<file path="src/rtl/srarq_pkg.sv">
`timescale 1ns / 1ps
package srarq_pkg;
	localparam int SEQ_W = 4;
	localparam int SLOT_W = 3;
	localparam logic [SEQ_W-1:0] SEQ_MAX = 4'd15;
	localparam logic [SEQ_W-1:0] NR_BUFS = 4'd8;

	typedef enum logic [2:0] {
		CMD_UPPER = 3'd0, CMD_LINK = 3'd1, CMD_FRAME = 3'd2,
		CMD_DTMO = 3'd3, CMD_ATMO = 3'd4
	} cmd_e;

	typedef enum logic [1:0] {KIND_DATA = 2'd0, KIND_ACK = 2'd1, KIND_NAK = 2'd2} kind_e;

	typedef enum logic [2:0] {
		ACT_SEND = 3'd0, ACT_NAK = 3'd1, ACT_ACK = 3'd2, ACT_DELIVER = 3'd3,
		ACT_START = 3'd4, ACT_STOP = 3'd5, ACT_STATUS = 3'd6
	} act_e;

	// datapath command from the controller
	typedef struct packed {
		logic       latch;      // capture input word
		logic       emit;       // load output register
		logic [2:0] act;
		logic       do_upper;
		logic       do_link;
		logic       do_nak;     // send nak and clear nak_allowed
		logic       do_mark;    // set arrived bit of frame seq
		logic       do_deliver; // deliver receive_low and advance
		logic       do_nakdata; // resend ack+1
		logic       do_stop;    // stop oldest and advance
		logic       do_tmo;     // resend timer slot
	} dp_cmd_t;

	// datapath status to the controller
	typedef struct packed {
		logic [2:0] cmd;
		logic       crc_bad;
		logic [1:0] kind;
		logic       can_send;
		logic       nak_allowed;
		logic       seq_is_low;
		logic       mark_ok;
		logic       low_arrived;
		logic       nakdata_ok;
		logic       ack_in_win;
		logic       out_busy;
	} dp_sts_t;

	function automatic logic in_window(logic [SEQ_W-1:0] a, logic [SEQ_W-1:0] b,
		logic [SEQ_W-1:0] c);
		return (a <= b && b < c) || (c < a && a <= b) || (c < a && b < c);
	endfunction

	function automatic logic [SEQ_W-1:0] seq_inc(logic [SEQ_W-1:0] s);
		return (s < SEQ_MAX) ? s + 4'd1 : 4'd0;
	endfunction
endpackage

</file>
<file path="src/rtl/srarq_dp.sv">
`timescale 1ns / 1ps
module srarq_dp (
	input  logic                   clk,
	input  logic                   arst_n,
	input  logic [16:0]            in_word,
	input  srarq_pkg::dp_cmd_t     cmd,
	output srarq_pkg::dp_sts_t     sts,
	output logic                   m_tvalid,
	input  logic                   m_tready,
	output logic [15:0]            m_tdata,
	output logic                   m_tlast
);
	import srarq_pkg::*;

	logic [16:0] in_q;
	logic [3:0] nts_q, oldest_q, rlow_q, rhigh_q, outst_q;
	logic [7:0] arr_q;
	logic nak_ok_q, link_q;
	logic [3:0] fseq, fack, s_nak, s_tmo, s_sel;
	logic [2:0] tslot;
	logic ov_q;
	logic [15:0] od_q;
	logic ol_q;
	logic [3:0] seq_o;
	logic [2:0] slot_o;
	logic net_o;
	logic send;

	assign fseq = in_q[9:6];
	assign fack = in_q[13:10];
	assign tslot = in_q[16:14];
	assign s_nak = fack + 4'd1;
	assign s_tmo = in_window(oldest_q, {1'b0, tslot}, nts_q) ? {1'b0, tslot} :
		{1'b0, tslot} + NR_BUFS;
	assign send = cmd.do_upper | cmd.do_nakdata | cmd.do_tmo;
	assign s_sel = cmd.do_upper ? nts_q : (cmd.do_nakdata ? s_nak : s_tmo);

	assign sts.cmd = in_q[2:0];
	assign sts.crc_bad = in_q[3];
	assign sts.kind = in_q[5:4];
	assign sts.can_send = (outst_q < NR_BUFS) && link_q;
	assign sts.nak_allowed = nak_ok_q;
	assign sts.seq_is_low = (fseq == rlow_q);
	assign sts.mark_ok = in_window(rlow_q, fseq, rhigh_q) && !arr_q[fseq[2:0]];
	assign sts.low_arrived = arr_q[rlow_q[2:0]];
	assign sts.nakdata_ok = in_window(oldest_q, s_nak, nts_q);
	assign sts.ack_in_win = in_window(oldest_q, fack, nts_q);
	assign sts.out_busy = ov_q;

	// select output fields for the action being emitted
	always_comb begin
		seq_o = 4'd0;
		slot_o = 3'd0;
		net_o = sts.can_send;
		if (send) begin
			seq_o = s_sel;
			slot_o = s_sel[2:0];
			// a data frame drops link ready before the word is formed
			net_o = 1'b0;
		end else if (cmd.do_deliver) begin
			slot_o = rlow_q[2:0];
		end else if (cmd.do_stop) begin
			slot_o = oldest_q[2:0];
			// outstanding count is decremented before the word is formed
			net_o = (outst_q <= NR_BUFS) && link_q;
		end else if (cmd.act == ACT_STATUS) begin
			seq_o = nts_q;
		end
	end

	// update link state
	always_ff @(posedge clk or negedge arst_n) begin
		if (!arst_n) begin
			nts_q <= '0; oldest_q <= '0; rlow_q <= '0; rhigh_q <= NR_BUFS;
			outst_q <= '0; arr_q <= '0; nak_ok_q <= 1'b1; link_q <= 1'b0;
		end else begin
			if (cmd.do_link) link_q <= 1'b1;
			if (send) link_q <= 1'b0;
			if (cmd.do_upper) begin
				outst_q <= outst_q + 4'd1;
				nts_q <= seq_inc(nts_q);
			end
			if (cmd.do_nak) nak_ok_q <= 1'b0;
			if (cmd.do_mark) arr_q[fseq[2:0]] <= 1'b1;
			if (cmd.do_deliver) begin
				arr_q[rlow_q[2:0]] <= 1'b0;
				nak_ok_q <= 1'b1;
				rlow_q <= seq_inc(rlow_q);
				rhigh_q <= seq_inc(rhigh_q);
			end
			if (cmd.do_stop) begin
				if (outst_q != 4'd0) outst_q <= outst_q - 4'd1;
				oldest_q <= seq_inc(oldest_q);
			end
		end
	end

	// hold output word until taken
	always_ff @(posedge clk or negedge arst_n) begin
		if (!arst_n) begin
			ov_q <= 1'b0;
		end else if (cmd.emit) begin
			ov_q <= 1'b1;
		end else if (m_tready) begin
			ov_q <= 1'b0;
		end
	end

	always_ff @(posedge clk) begin
		if (cmd.latch) in_q <= in_word;
		if (cmd.emit) begin
			od_q <= {1'b0, net_o, slot_o, rlow_q - 4'd1, seq_o, cmd.act};
			ol_q <= (cmd.act == ACT_STATUS);
		end
	end

	assign m_tvalid = ov_q;
	assign m_tdata = od_q;
	assign m_tlast = ol_q;
endmodule

</file>
<file path="src/rtl/srarq_ctrl.sv">
`timescale 1ns / 1ps
module srarq_ctrl (
	input  logic                clk,
	input  logic                arst_n,
	input  logic                s_tvalid,
	output logic                s_tready,
	input  srarq_pkg::dp_sts_t  sts,
	output srarq_pkg::dp_cmd_t  cmd
);
	import srarq_pkg::*;

	typedef enum logic [5:0] {
		ST_IDLE = 6'b000001, ST_DISP = 6'b000010, ST_MARK = 6'b000100,
		ST_DELIV = 6'b001000, ST_NAKD = 6'b010000, ST_STOP = 6'b100000
	} state_t;

	state_t state_q, state_d;
	logic start_q, start_d;
	logic stall;

	assign s_tready = (state_q == ST_IDLE);
	assign stall = sts.out_busy;

	always_comb begin
		cmd = '0;
		state_d = state_q;
		start_d = start_q;
		cmd.latch = s_tready && s_tvalid;
		case (state_q)
			ST_IDLE: begin
				if (s_tvalid) state_d = ST_DISP;
			end
			ST_DISP: begin
				if (!stall) begin
					cmd.emit = 1'b1;
					cmd.act = ACT_STATUS;
					state_d = ST_IDLE;
					start_d = 1'b0;
					case (sts.cmd)
						CMD_UPPER: begin
							if (sts.can_send) begin
								cmd.act = ACT_SEND; cmd.do_upper = 1'b1;
							end
						end
						CMD_LINK: begin
							cmd.emit = 1'b0; cmd.do_link = 1'b1; state_d = ST_STOP;
						end
						CMD_DTMO: begin
							cmd.act = ACT_SEND; cmd.do_tmo = 1'b1;
						end
						CMD_ATMO: begin
							cmd.act = ACT_ACK;
						end
						CMD_FRAME: begin
							if (sts.crc_bad) begin
								if (sts.nak_allowed) begin
									cmd.act = ACT_NAK; cmd.do_nak = 1'b1;
								end else cmd.emit = 1'b0;
								state_d = ST_STOP;
							end else if (sts.kind == KIND_DATA) begin
								if (!sts.seq_is_low && sts.nak_allowed) begin
									cmd.act = ACT_NAK; cmd.do_nak = 1'b1;
								end else begin
									cmd.emit = 1'b0; start_d = 1'b1;
								end
								state_d = ST_MARK;
							end else begin
								cmd.emit = 1'b0;
								state_d = (sts.kind == KIND_NAK) ? ST_NAKD : ST_STOP;
							end
						end
						default: ;
					endcase
					// a status-only pass after commands that already acted
					if (state_d == ST_IDLE && cmd.act != ACT_STATUS) state_d = ST_STOP;
				end
			end
			ST_MARK: begin
				if (sts.mark_ok) cmd.do_mark = 1'b1;
				state_d = ST_DELIV;
			end
			ST_DELIV: begin
				if (!stall) begin
					if (sts.low_arrived) begin
						cmd.emit = 1'b1; cmd.act = ACT_DELIVER; cmd.do_deliver = 1'b1;
						start_d = 1'b1;
					end else begin
						if (start_q) begin
							cmd.emit = 1'b1; cmd.act = ACT_START; start_d = 1'b0;
						end
						state_d = ST_STOP;
					end
				end
			end
			ST_NAKD: begin
				if (!stall) begin
					if (sts.nakdata_ok) begin
						cmd.emit = 1'b1; cmd.act = ACT_SEND; cmd.do_nakdata = 1'b1;
					end
					state_d = ST_STOP;
				end
			end
			ST_STOP: begin
				if (!stall) begin
					cmd.emit = 1'b1;
					if (sts.cmd == CMD_FRAME && !sts.crc_bad && sts.ack_in_win) begin
						cmd.act = ACT_STOP; cmd.do_stop = 1'b1;
					end else begin
						cmd.act = ACT_STATUS; state_d = ST_IDLE;
					end
				end
			end
			default: state_d = ST_IDLE;
		endcase
	end

	always_ff @(posedge clk or negedge arst_n) begin
		if (!arst_n) begin
			state_q <= ST_IDLE;
			start_q <= 1'b0;
		end else begin
			state_q <= state_d;
			start_q <= start_d;
		end
	end
endmodule

</file>
<file path="src/rtl/selective_repeat_arq_controller_top.sv">
// Flow: an event word is taken only in idle and decoded in the dispatch state, which may
// emit the first word; data frames then pass the mark and deliver states, NAK frames the
// nakdata state, and the stop state ends with a status word; each word is emitted only
// once the output register has emptied.
// Throughput: one event at a time; back-pressure on m_tready stalls the controller.
// Reset: arst_n clears all window state asynchronously; receive_high to 8, nak allowed.
`timescale 1ns / 1ps
module selective_repeat_arq_controller_top (
	input  logic        clk,
	input  logic        arst_n,
	input  logic        s_tvalid,
	output logic        s_tready,
	// command[2:0] crc_bad[3] rx_kind[5:4] rx_seq[9:6] rx_ack[13:10] timer_slot[16:14]
	input  logic [23:0] s_tdata,
	output logic        m_tvalid,
	input  logic        m_tready,
	// action[2:0] seq_out[6:3] ack_out[10:7] slot[13:11] net_enable[14]
	output logic [15:0] m_tdata,
	output logic        m_tlast
);
	import srarq_pkg::*;

	dp_cmd_t cmd;
	dp_sts_t sts;

	srarq_ctrl u_ctrl (.clk, .arst_n, .s_tvalid, .s_tready, .sts, .cmd);
	srarq_dp u_dp (.clk, .arst_n, .in_word(s_tdata[16:0]), .cmd, .sts,
		.m_tvalid, .m_tready, .m_tdata, .m_tlast);
endmodule
</file>
<file path="config.mk">
export PLATFORM = sky130hd
export DESIGN_NAME = selective_repeat_arq_controller_top
export DESIGN_NICKNAME = d
export VERILOG_FILES = /design/src/rtl/srarq_pkg.sv /design/src/rtl/srarq_dp.sv /design/src/rtl/srarq_ctrl.sv /design/src/rtl/selective_repeat_arq_controller_top.sv
export SDC_FILE = /design/constraint.sdc
export NUM_CORES = 1
export LEC_CHECK = 0
export ABC_AREA = 0
export BUFFER_PORTS_ARGS = -buffer_cell sky130_fd_sc_hd__buf_4
export CORE_MARGIN = 2
export CORE_UTILIZATION = 50
export CTS_BUF_LIST = sky130_fd_sc_hd__clkbuf_16
export CTS_CLUSTER_SIZE = 40
export DETAILED_ROUTE_END_ITERATION = 12
export HOLD_SLACK_MARGIN = 0.15
export PLACE_DENSITY = 0.75
export SLEW_MARGIN = 20
export SYNTH_ARGS = -nofsm -noshare
export SYNTH_HDL_FRONTEND = slang
export SYNTH_SLANG_ARGS = --single-unit
</file>
<file path="constraint.sdc">
create_clock -name clk -period 2.9 [get_ports clk]
set_input_delay 0.145 -clock clk [delete_from_list [all_inputs] [get_ports clk]]
set_output_delay 0.145 -clock clk [all_outputs]
set_load 0.005 [all_outputs]
</file>
==> results of run 1 <==
==> where the power goes <==
group	switching, mW	internal, mW	leakage [nW]
registers	0.138	1.24	0.799
clock network	0.443	0.667	0.143
logic	0.605	0.467	1.41
==> worst max-delay path: cells and delay by family, from the launching register on <==
family	cells	cell delay, ps
buffers and inverters	1	70
and+or+nand+nor	1	420
AOI/OAI and AO/OA	5	930
adders and majority gates	2	680
DFF	1	440
==> cell type report <==
cell class / instances / area, um^2 / area share [%]
well taps: 108 / 135 / 2.42
clock buffers: 9 / 225 / 4.03
repair buffers: 78 / 648 / 11.6
multi-input cells: 325 / 2410 / 43.1
clock inverters: 7 / 72.6 / 1.30
flip-flops and latches: 71 / 1950 / 34.8
inverters: 40 / 150 / 2.69
==> final timing paths <==
| kind | depth (start not counted) | end |
|---|---|---|
| max | 9 | u_dp.m_tdata[12]$_DFFE_PP_ |
| min | 2 | u_dp.outst_q[0]$_DFF_PN0_ |
| max reg2reg | 9 | u_dp.m_tdata[12]$_DFFE_PP_ |
| min reg2reg | 1 | u_dp.nak_ok_q$_DFFE_PN1P_ |
| max in group asynchronous | 2 | u_dp.nak_ok_q$_DFFE_PN1P_ |
| min in group clk | 2 | u_dp.in_q[8]$_DFFE_PP_ |
==> cell usage in the layout, fill, tap and decap left out, types with 3 or more instances in the layout <==
cell	n
a21boi_0	3
nor2_1	25
nand3_1	16
inv_1	40
a32oi_1	3
nand2_1	27
nand4b_1	5
dfrtp_1	35
a2bb2oi_1	3
ha_1	40
mux2i_1	5
a21o_1	5
nand4_1	4
clkbuf_16	9
o21a_1	6
dfstp_2	3
edfxtp_1	33
a31oi_1	11
buf_4	57
nand2b_1	3
nor4_1	3
a22oi_1	4
dlygate4sd3_1	20
xnor2_1	7
or3_1	4
nor3_1	20
o21ai_0	26
o211ai_1	5
a21oi_1	30
nor2b_1	7
==> registers in the layout, summed over array words and instances (netlist names) <==
name            flops
u_dp.in_q          17
u_dp.m_tdata       15
u_dp.arr_q          8
u_ctrl.state_q      6
u_dp.nts_q          4
u_dp.oldest_q       4
u_dp.outst_q        4
u_dp.rhigh_q        4
u_dp.rlow_q         4
u_ctrl.start_q      1
u_dp.link_q         1
u_dp.m_tlast        1
u_dp.m_tvalid       1
u_dp.nak_ok_q       1
==> per-layer routing <==
metal	GRT usage [%]	routed length, um
met4	9.80	221
met1	30.8	4830
met5	0	0
met3	3.48	656
met2	39.7	5550
==> timing repair <==
action	in CTS	in global routing
gates resized for setup	0	7
setup buffers	0	1
hold buffers	20	0
hold endpoints to repair	54	0
setup endpoints to repair	0	21
==> through the flow <==
| step | utilization (%) | power (mW) |
|---|---|---|
| finish | 63.4 | 3.56 |
| global route | 63.4 | 3.74 |
| CTS | 63.1 | 3.54 |
| detailed placement | 57.4 | 2.40 |
| global placement | 57.4 | 2.35 |
| floorplan | - | 2.04 |
==> kinds of logic (layout without fill, tap and decap cells) <==
group                      Yosys count  after routing  share of synthesized area [%]
and+or+nand+nor                    134            134                           16.7
AOI/OAI and AO/OA                  130            130                           20.1
DFF                                 71             71                           42.4
buffers and inverters               58            134                           5.72
adders and majority gates           42             42                           11.4
xor gates and xnor gates            11             11                           2.10
muxes                                7              7                           1.58
other                                1              1                         0.0816
==> summary.txt, run 1 <==
STA
  • Final min period: 2810 ps
  • Fin Hold WS: 330 ps
  • Final Hold Fails: 0
  • Crit share post-route: 96.9%
  • Worst slew margin: 57.4%
  • Slew @ Worst Pin: between 600 and 700 ps
  • Setup WS post-layout: approximately 91 ps
  • Max Transition Viols Final: 0
  • Layout Skew: 6.10 ps
  • Fmax: 356 MHz
  • Final setup violation count: 0
  • TNS Setup: 0 ps

Critical path
  • Crit. End Element: flip-flop
  • Crit path DAT: 2880 ps
  • CP required: approximately 3000 ps
  • R2r startpoint: u_dp.in_q[11]$_DFFE_PP_
  • Slowest-stage cell, CP: edfxtp_1
  • WS Path Type: flip-flop to flip-flop
  • Critical-path cell list: ha_1, inv_1, ha_1, a21oi_1, o21ai_1, a311oi_2, o21ai_1, o21ai_0, or3_1
  • Startpoint types: flip-flop
  • Critical Path Fanout Max: 4
  • R2R setup slack: 90 ps
  • Setup crit start: u_dp.in_q[11]$_DFFE_PP_
  • CP max stage delay: 440 ps

Clocking
  • CTS tree: yes
  • Root Driver: clkbuf_16
  • Worst-Skew Late Latency: between 300 and 400 ps
  • Clock tree sinks: 71
  • CTS H-tree depth: 3
  • Clock buffer depth: 2
  • TritonCTS Buffers: 9
  • CTS clock-pin slew for the worst setup and hold paths: 60 ps

Power
  • P_leak: 2.35 nW
  • Peak VDD IR: 0.000345 V
  • PD cells: 637 nW/um^2

Global routing
  • Tot GR Track Use: 23.6%
  • First-pass GRT wire length: 18.7 mm
  • Largest net degree at the start of global routing: 39
  • Overflow left after global routing: 0
  • Initial antenna violation count: 0
  • Vias in the first global route: 3842

Route
  • Routed vias: roughly 3900
  • DRC viols: 0
  • WL final: 11.3 mm
  • Vias per cell: 6.08
  • Number of nets with antenna violations after routing: 0
  • DRT Pass-1 Iters: 5
  • Wire per inst: 17.6 um
  • Drt first-iter violations: about 240

Min path
  • Worst Hold Class: input port to asynchronous set/reset pin

Placed design
  • Post-DP HPWL: around 8 mm
  • Buffers on Ports: 38
  • Placed Area: 5060 um^2
  • Post-Place Setup Slack: 102 ps
  • Cells after DPL: approximately 600
  • RePlAce Congestion: between 0.9 and 1

Logic synthesis
  • Yosys cell types: 77
  • Register area share after synthesis: about 42%
  • Avg Inst Size Synth: 10.1 um^2
  • Largest cells by area after synthesis: edfxtp_1, dfrtp_1, ha_1, a21oi_1, inv_1
  • Cell accounting for the most synthesized area: edfxtp_1
  • Synth Instances: 454
  • Top post-synthesis cells by count: ha_1, inv_1, dfrtp_1, edfxtp_1, a21oi_1
  • Number of flops mapped to enable cells by yosys: 33
  • Syn nets: 522
  • Synth Register Bits: 71
  • Synth Warn #: 0
  • Ys flop type: dfrtp_1
  • Post-synth top area share: a little over a fifth
  • Mapped Area: 4590 um^2
  • FFs w/ async S/R, synth: 53.5%

Run status
  • Status: finished, final reports clean

Floorplanning
  • Core ar.: 8810 um^2
  • Die width: ~100 um
  • Initial core utilization: 52.2%
  • Die Ht: 99.8 um
  • I/O Pins: 47
  • Die area: 9970 um^2
  • Row cnt: 34

Cells and area
  • Layout area overhead: 21.6%
  • Final Net Count: 593
  • Layout cells sized above 1: roughly 20%
  • # diodes: 0
  • Non-filler cells in the finished layout: 638
  • Number of fill cells in the layout: 695
  • Final instance area: 5590 um^2

Flow run
  • Maximum capacitance violations: 0
No activity file was read; power rests on OpenSTA's default activity.
==> run 2: changes to the inputs <==
RECOVER_POWER = 100   (was not set)
==> run 2 against run 1 <==
Net effect:
- the flow now finishes with violations (max-capacitance violations, max-slew violations)
- critical path type unchanged
- routed wire length fell by 1.5%
- final cell count did not move
- core utilization fell by 0.30 points
- first-iteration DRC count rose by 9.4%
- final area fell by 0.47%
- critical path depth did not move
- global-route usage did not move
- largest power group unchanged
- count of clock-buffer cells in the layout did not move
- worst setup slack improved by 12 ps
- worst hold slack improved by 200 ps
- combinational power barely moved
- total power fell by 0.82%
==> summary.txt, run 2 (synthesis results as in run 1) <==
Global routing
  • First-pass GRT wire length: 18.7 mm
  • Initial antenna violation count: 0
  • Tot GR Track Use: between 20% and 30%
  • Vias in the first global route: 3842
  • Largest net degree at the start of global routing: 39
  • Overflow left after global routing: 0

Route
  • WL final: 11.1 mm
  • Vias per cell: 6.11
  • Number of nets with antenna violations after routing: 0
  • Routed vias: 3898
  • DRC viols: 0
  • Wire per inst: ~17 um
  • Drt first-iter violations: 267
  • DRT Pass-1 Iters: 5

Cells and area
  • Final Net Count: 593
  • Biggest register: u_dp.in_q
  • Finished Core Util: about 63%
  • # diodes: 0
  • Non-filler cells in the finished layout: 638
  • Layout cells sized above 1: between 10% and 20%
  • Highest-count cells in the layout ignoring fill and taps: inv_1, ha_1, dfrtp_1, clkbuf_4, edfxtp_1
  • Layout area overhead: 21.1%
  • Max FFs per register: 17

Floorplanning
  • Core ar.: 8810 um^2
  • Die Ht: 99.8 um
  • Die width: 99.8 um
  • Initial core utilization: 52.2%
  • Row cnt: 34
  • I/O Pins: 47
  • Die area: 9970 um^2

Flow run
  • Maximum capacitance violations: 1

Critical path
  • Startpoint types: flip-flop
  • Crit path DAT: 2870 ps
  • CP max stage delay: 440 ps
  • Slowest-stage cell, CP: edfxtp_1
  • WS Path Type: flip-flop to flip-flop
  • CP required: 2970 ps
  • Critical-path cell list: ha_1, inv_1, ha_1, a21oi_1, o21ai_1, a311oi_2, o21ai_1, o21ai_0, or3_1
  • Crit. End Element: flip-flop
  • Setup crit start: u_dp.in_q[11]$_DFFE_PP_
  • Crit path buf inv count: 1
  • Critical Path Fanout Max: 4
  • Delay-heaviest family, CP: compound AO/OA/AOI/OAI gates
  • R2r startpoint: u_dp.in_q[11]$_DFFE_PP_

Power
  • Sequential share of power: about two fifths
  • Psw: around 1.2 mW
  • Sw Share: 33.4%
  • Peak VDD IR: 0.000341 V
  • Clock network fraction of total power: a little under a third
  • Internal power: 2.35 mW
  • PD cells: ~630 nW/um^2
  • Power after layout: 3.53 mW
  • Combinational Power Share: 29.5%
  • P_leak: 2.32 nW

STA
  • Final Hold Fails: 0
  • Worst slew margin: -45.9%
  • Final min period: 2800 ps
  • Slew @ Worst Pin: 2190 ps
  • TNS Setup: 0 ps
  • Max Transition Viols Final: 39
  • Fin Hold WS: 532 ps
  • Final setup violation count: 0
  • Layout Skew: 6.25 ps
  • Crit share post-route: 96.4%
  • Fmax: 358 MHz

Run status
  • Violated checks: max-capacitance violations, max-slew violations
  • Status: finished, violations left

Placed design
  • Buffers on Ports: 38
  • Post-DP HPWL: around 8.0 mm
  • Cells after DPL: 601
  • RePlAce Congestion: between 0.9 and 1

Min path
  • Worst Hold Class: flip-flop to flip-flop
  • Min-delay src: u_dp.nak_ok_q$_DFFE_PN1P_

Clocking
  • Root Driver: clkbuf_16
  • Clock tree sinks: 71
  • CTS H-tree depth: 3
  • CTS tree: yes
  • CTS clock-pin slew for the worst setup and hold paths: 60 ps
  • TritonCTS Buffers: 9
  • Worst-Skew Late Latency: 330 ps
  • Clock buffer depth: 2
-- run 2: cell count changes in the layout (fill, tap and decap cells not counted), sizes merged --
| cell | previous run | this run |
|---|---|---|
| clkbuf | 9 | 47 |
| buf | 58 | 20 |
-- run 2: timing repair --
item,CTS,global route
buffers inserted,0,1
resized for setup,0,7
endpoints found under the setup margin,0,21
hold buffers,20,0
endpoints found under the hold margin,54,0
-- run 2: worst paths after layout --
kind                                                 endpoint  slack (ps)  cells after the start
worst min-delay path                u_dp.nak_ok_q$_DFFE_PN1P_         530                      1
worst max register to register     u_dp.m_tdata[12]$_DFFE_PP_         100                      9
worst max-delay path               u_dp.m_tdata[12]$_DFFE_PP_         100                      9
min in group asynchronous           u_dp.outst_q[0]$_DFF_PN0_        1000                      2
max in group asynchronous       u_ctrl.state_q[1]$_DFFE_PN0P_         640                      2
worst min register to register      u_dp.nak_ok_q$_DFFE_PN1P_         530                      1
-- run 2: area by class of cell --
type,count,area [um^2]
sequential,71,1950
tap,108,135
clock inverter,7,72.6
multi-input combinational,325,2400
clock buffer,9,225
fill,702,3250
timing repair buffer,78,629
inverter,40,150
-- run 2: routing by layer --
layer / vias up / GRT usage, % / routed length (um)
met5: - / 0 / 0
met4: 0 / 9.80 / 236
met3: 21 / 3.48 / 526
met2: 131 / 39.7 / 5490
met1: 1914 / 30.8 / 4840
li1: 1832 / - / -
-- run 2: power by group through the flow --
stage / clock (mW) / sequential, mW / combinational (mW)
after CTS: 1.12 / 1.37 / 1.04
after floorplan: 0 / 1.33 / 0.713
after global routing: 1.16 / 1.40 / 1.16
after detailed placement: 0 / 1.39 / 1.01
final: 1.11 / 1.38 / 1.04
after global placement: 0 / 1.38 / 0.973
-- run 2: metrics by stage --
step / instance area (um^2) / setup slack [ps]
after floorplan: 4590 / 110
after global placement: 5060 / 152
after detailed placement: 5060 / 102
after CTS: 5550 / 53.3
after global routing: 5560 / -79.7
final: 5560 / 103
==> run 3: changes to the inputs <==
SYNTH_HIERARCHICAL = 1   (was not set)
==> run 3 against run 2 <==
Net effect:
- final cell count grew 5.3%
- first-iteration DRC count grew 6.4%
- critical path type unchanged
- die area grew 1.2%
- area after synthesis grew 1.3%
- flip-flop and latch count is the same
- worst setup slack lost 130 ps
- clock skew grew 1.3 ps
- critical endpoint is now u_dp/m_tdata[11]$_DFFE_PP_
- sequential power grew 3%
- global-route usage shrank 0.51 points
- sequential share of layout area shrank 1.8 points
- largest power group unchanged
- the run ends with max-capacitance violations, max-slew violations, negative setup slack left
- combinational power grew 8%
==> summary.txt, run 3 <==
Placed design
  • RePlAce Congestion: 0.909
  • Post-Place Setup Slack: -101 ps
  • Post-DP HPWL: 7.69 mm
  • Buffers on Ports: 38

STA
  • Setup WS post-layout: -28.7 ps
  • Final Hold Fails: 0
  • Crit share post-route: 101%
  • Max Transition Viols Final: 39
  • Fmax: 341 MHz
  • Final min period: 2930 ps
  • Worst slew margin: -44.3%
  • Final setup violation count: 3
  • Slew @ Worst Pin: 2170 ps
  • TNS Setup: -32.2 ps
  • RSZ-0062 raised after global routing: yes
  • Layout Skew: approximately 7.6 ps

Clocking
  • CTS clock-pin slew for the worst setup and hold paths: 60 ps
  • CTS tree: yes
  • Worst-Skew Late Latency: 340 ps
  • Root Driver: clkbuf_16
  • Clock buffer depth: 2
  • CTS H-tree depth: 3
  • Clock tree sinks: 71
  • TritonCTS Buffers: 9

Floorplanning
  • I/O Pins: 47
  • Core ar.: 9150 um^2
  • Die width: 100 um
  • Die area: 10100 um^2
  • Row cnt: 35
  • Initial core utilization: 50.8%
  • Die Ht: 100 um

Cells and area
  • # diodes: 0
  • Most common cell after layout, fill and taps aside: buf_4
  • Biggest register: u_dp/in_q
  • Layout area overhead: 26.2%
  • Layout cells sized above 1: 25.8%
  • Final Net Count: 624
  • Max FFs per register: 17
  • Highest-count cells in the layout ignoring fill and taps: buf_4, ha_1, nor2_1, inv_1, dfrtp_1

Critical path
  • CP max stage delay: 450 ps
  • Slowest-stage cell, CP: edfxtp_1
  • CP required: 3020 ps
  • WS Path Type: flip-flop to flip-flop
  • Critical-path cell list: ha_4, buf_4, ha_1, a211oi_1, nor2_1, nor2_1, maj3_2, nand2_2, nor2_4, buf_4, a21oi_1, a211oi_1, a21oi_1, o31ai_1
  • Crit. End Element: flip-flop
  • R2R setup slack: -30 ps
  • Crit path DAT: 3050 ps
  • Startpoint types: flip-flop
  • Critical Path Fanout Max: 7

Route
  • Vias per cell: 5.79
  • Drt first-iter violations: 284
  • WL final: 10.9 mm
  • Routed vias: 3888
  • DRT Pass-1 Iters: 5
  • DRC viols: 0
  • Number of nets with antenna violations after routing: 0
  • Wire per inst: 16.2 um

Global routing
  • Vias in the first global route: 3874
  • Overflow left after global routing: 0
  • Tot GR Track Use: 23.1%
  • Initial antenna violation count: 0
  • First-pass GRT wire length: about 18 mm
  • Largest net degree at the start of global routing: 39

Logic synthesis
  • Ys flop type: dfrtp_1
  • Avg Inst Size Synth: 9.96 um^2
  • Count leader, synth: ha_1
  • Post-synth top area share: 21.3%
  • FFs w/ async S/R, synth: 53.5%
  • Synth Warn #: 6
  • Top post-synthesis cells by count: ha_1, inv_1, nand2_1, nor2_1
  • Synth Instances: approximately 470
  • Register area share after synthesis: 41.8%
  • Yosys cell types: 73
  • Synth Register Bits: 71
  • Mapped Area: 4650 um^2
  • Number of flops mapped to enable cells by yosys: 33
  • Cell accounting for the most synthesized area: edfxtp_1
  • Largest cells by area after synthesis: edfxtp_1, dfrtp_1, ha_1, o21ai_0, a21oi_1
  • Syn nets: 535

Power
  • Peak VDD IR: 0.000253 V
  • Power after layout: 3.64 mW
  • P_leak: 2.53 nW
  • PD cells: 620 nW/um^2

Run status
  • Status: finished, violations left
  • Violated checks: max-capacitance violations, max-slew violations, negative setup slack

Min path
  • Worst Hold Class: input port to flip-flop

Flow run
  • Maximum capacitance violations: 1
-- run 3: cell types whose count changed in the layout (fill, tap and decap cells not counted), moves of 5 or more --
cell,previous run,this run
buf_4,19,51
nor2_1,25,36
nand3_1,16,8
nand2_1,27,34
nor3_1,20,14
o21ai_1,2,7
-- run 3: metrics by stage --
stage / util, % / cell area (um^2) / hold WS (ps) / std cells
after global placement: 57.1 / 5230 / 150 / 629
after detailed placement: 57.1 / 5230 / 158 / 629
after CTS: 63.3 / 5790 / 189 / 667
after floorplan: - / 4670 / -151 / 467
final: 64.1 / 5870 / 186 / 672
after global routing: 64.1 / 5870 / 221 / 672
-- run 3: power breakdown --
group	internal, mW	switching [mW]
clock network	0.665	0.437
registers	1.24	0.179
logic	0.558	0.564
-- run 3: cell families after synthesis --
logic type                 Yosys count  share of synthesized area (%)
buffers and inverters               68                           7.42
other                                1                         0.0806
DFF                                 71                           41.8
xor gates and xnor gates            12                           2.26
AOI/OAI and AO/OA                  122                           17.8
adders and majority gates           44                           11.6
muxes                                6                           2.39
and+or+nand+nor                    143                           16.6
-- run 3: path summary, 6_finish.rpt --
kind	from	to	depth (start not counted)
max	u_dp/in_q[10]$_DFFE_PP_	u_dp/m_tdata[11]$_DFFE_PP_	14
min	s_tvalid	u_ctrl/state_q[1]$_DFFE_PN0P_	4
max reg2reg	u_dp/in_q[10]$_DFFE_PP_	u_dp/m_tdata[11]$_DFFE_PP_	14
min reg2reg	u_dp/in_q[5]$_DFFE_PP_	u_ctrl/state_q[2]$_DFFE_PN0P_	1
max in group asynchronous	arst_n	u_dp/oldest_q[1]$_DFFE_PN0P_	2
min in group asynchronous	arst_n	u_dp/rlow_q[0]$_DFFE_PN0P_	2
-- run 3: layer usage --
metal	part of all wire, %	global-route usage (%)	wire length (um)	vias up
met5	0	0	0	-
met4	2.2	8.32	238	0
met1	42	29.1	4570	1871
met3	5.5	4.51	597	22
li1	-	-	-	1871
met2	50	39.7	5500	124
-- run 3: worst max-delay path: cells and delay by family, from the launching register on --
| kind | cells | cell delay (ps) |
|---|---|---|
| AO/OA/AOI/OAI | 5 | 810 |
| adder cells (fa/ha/maj) | 3 | 760 |
| flip-flops | 1 | 450 |
| AND/OR/NAND/NOR | 4 | 380 |
| buffers and inverters | 2 | 310 |
-- run 3: area by class of cell --
type                    instances  area (um^2)
well taps                     111          139
clock buffers                   9          225
flip-flops and latches         71         1950
fillers                       670         3280
clock inverters                 7         73.8
repair buffers                108          863
multi-input cells             328         2480
inverters                      38          143
-- run 3: repair_timing --
action                                  in CTS  in global routing
hold buffers                                19                  0
endpoints found under the setup margin       8                 30
hold endpoints to repair                    54                  0
setup buffers                                3                  5
pin swaps                                    5                  8
gates resized for setup                     11                 18
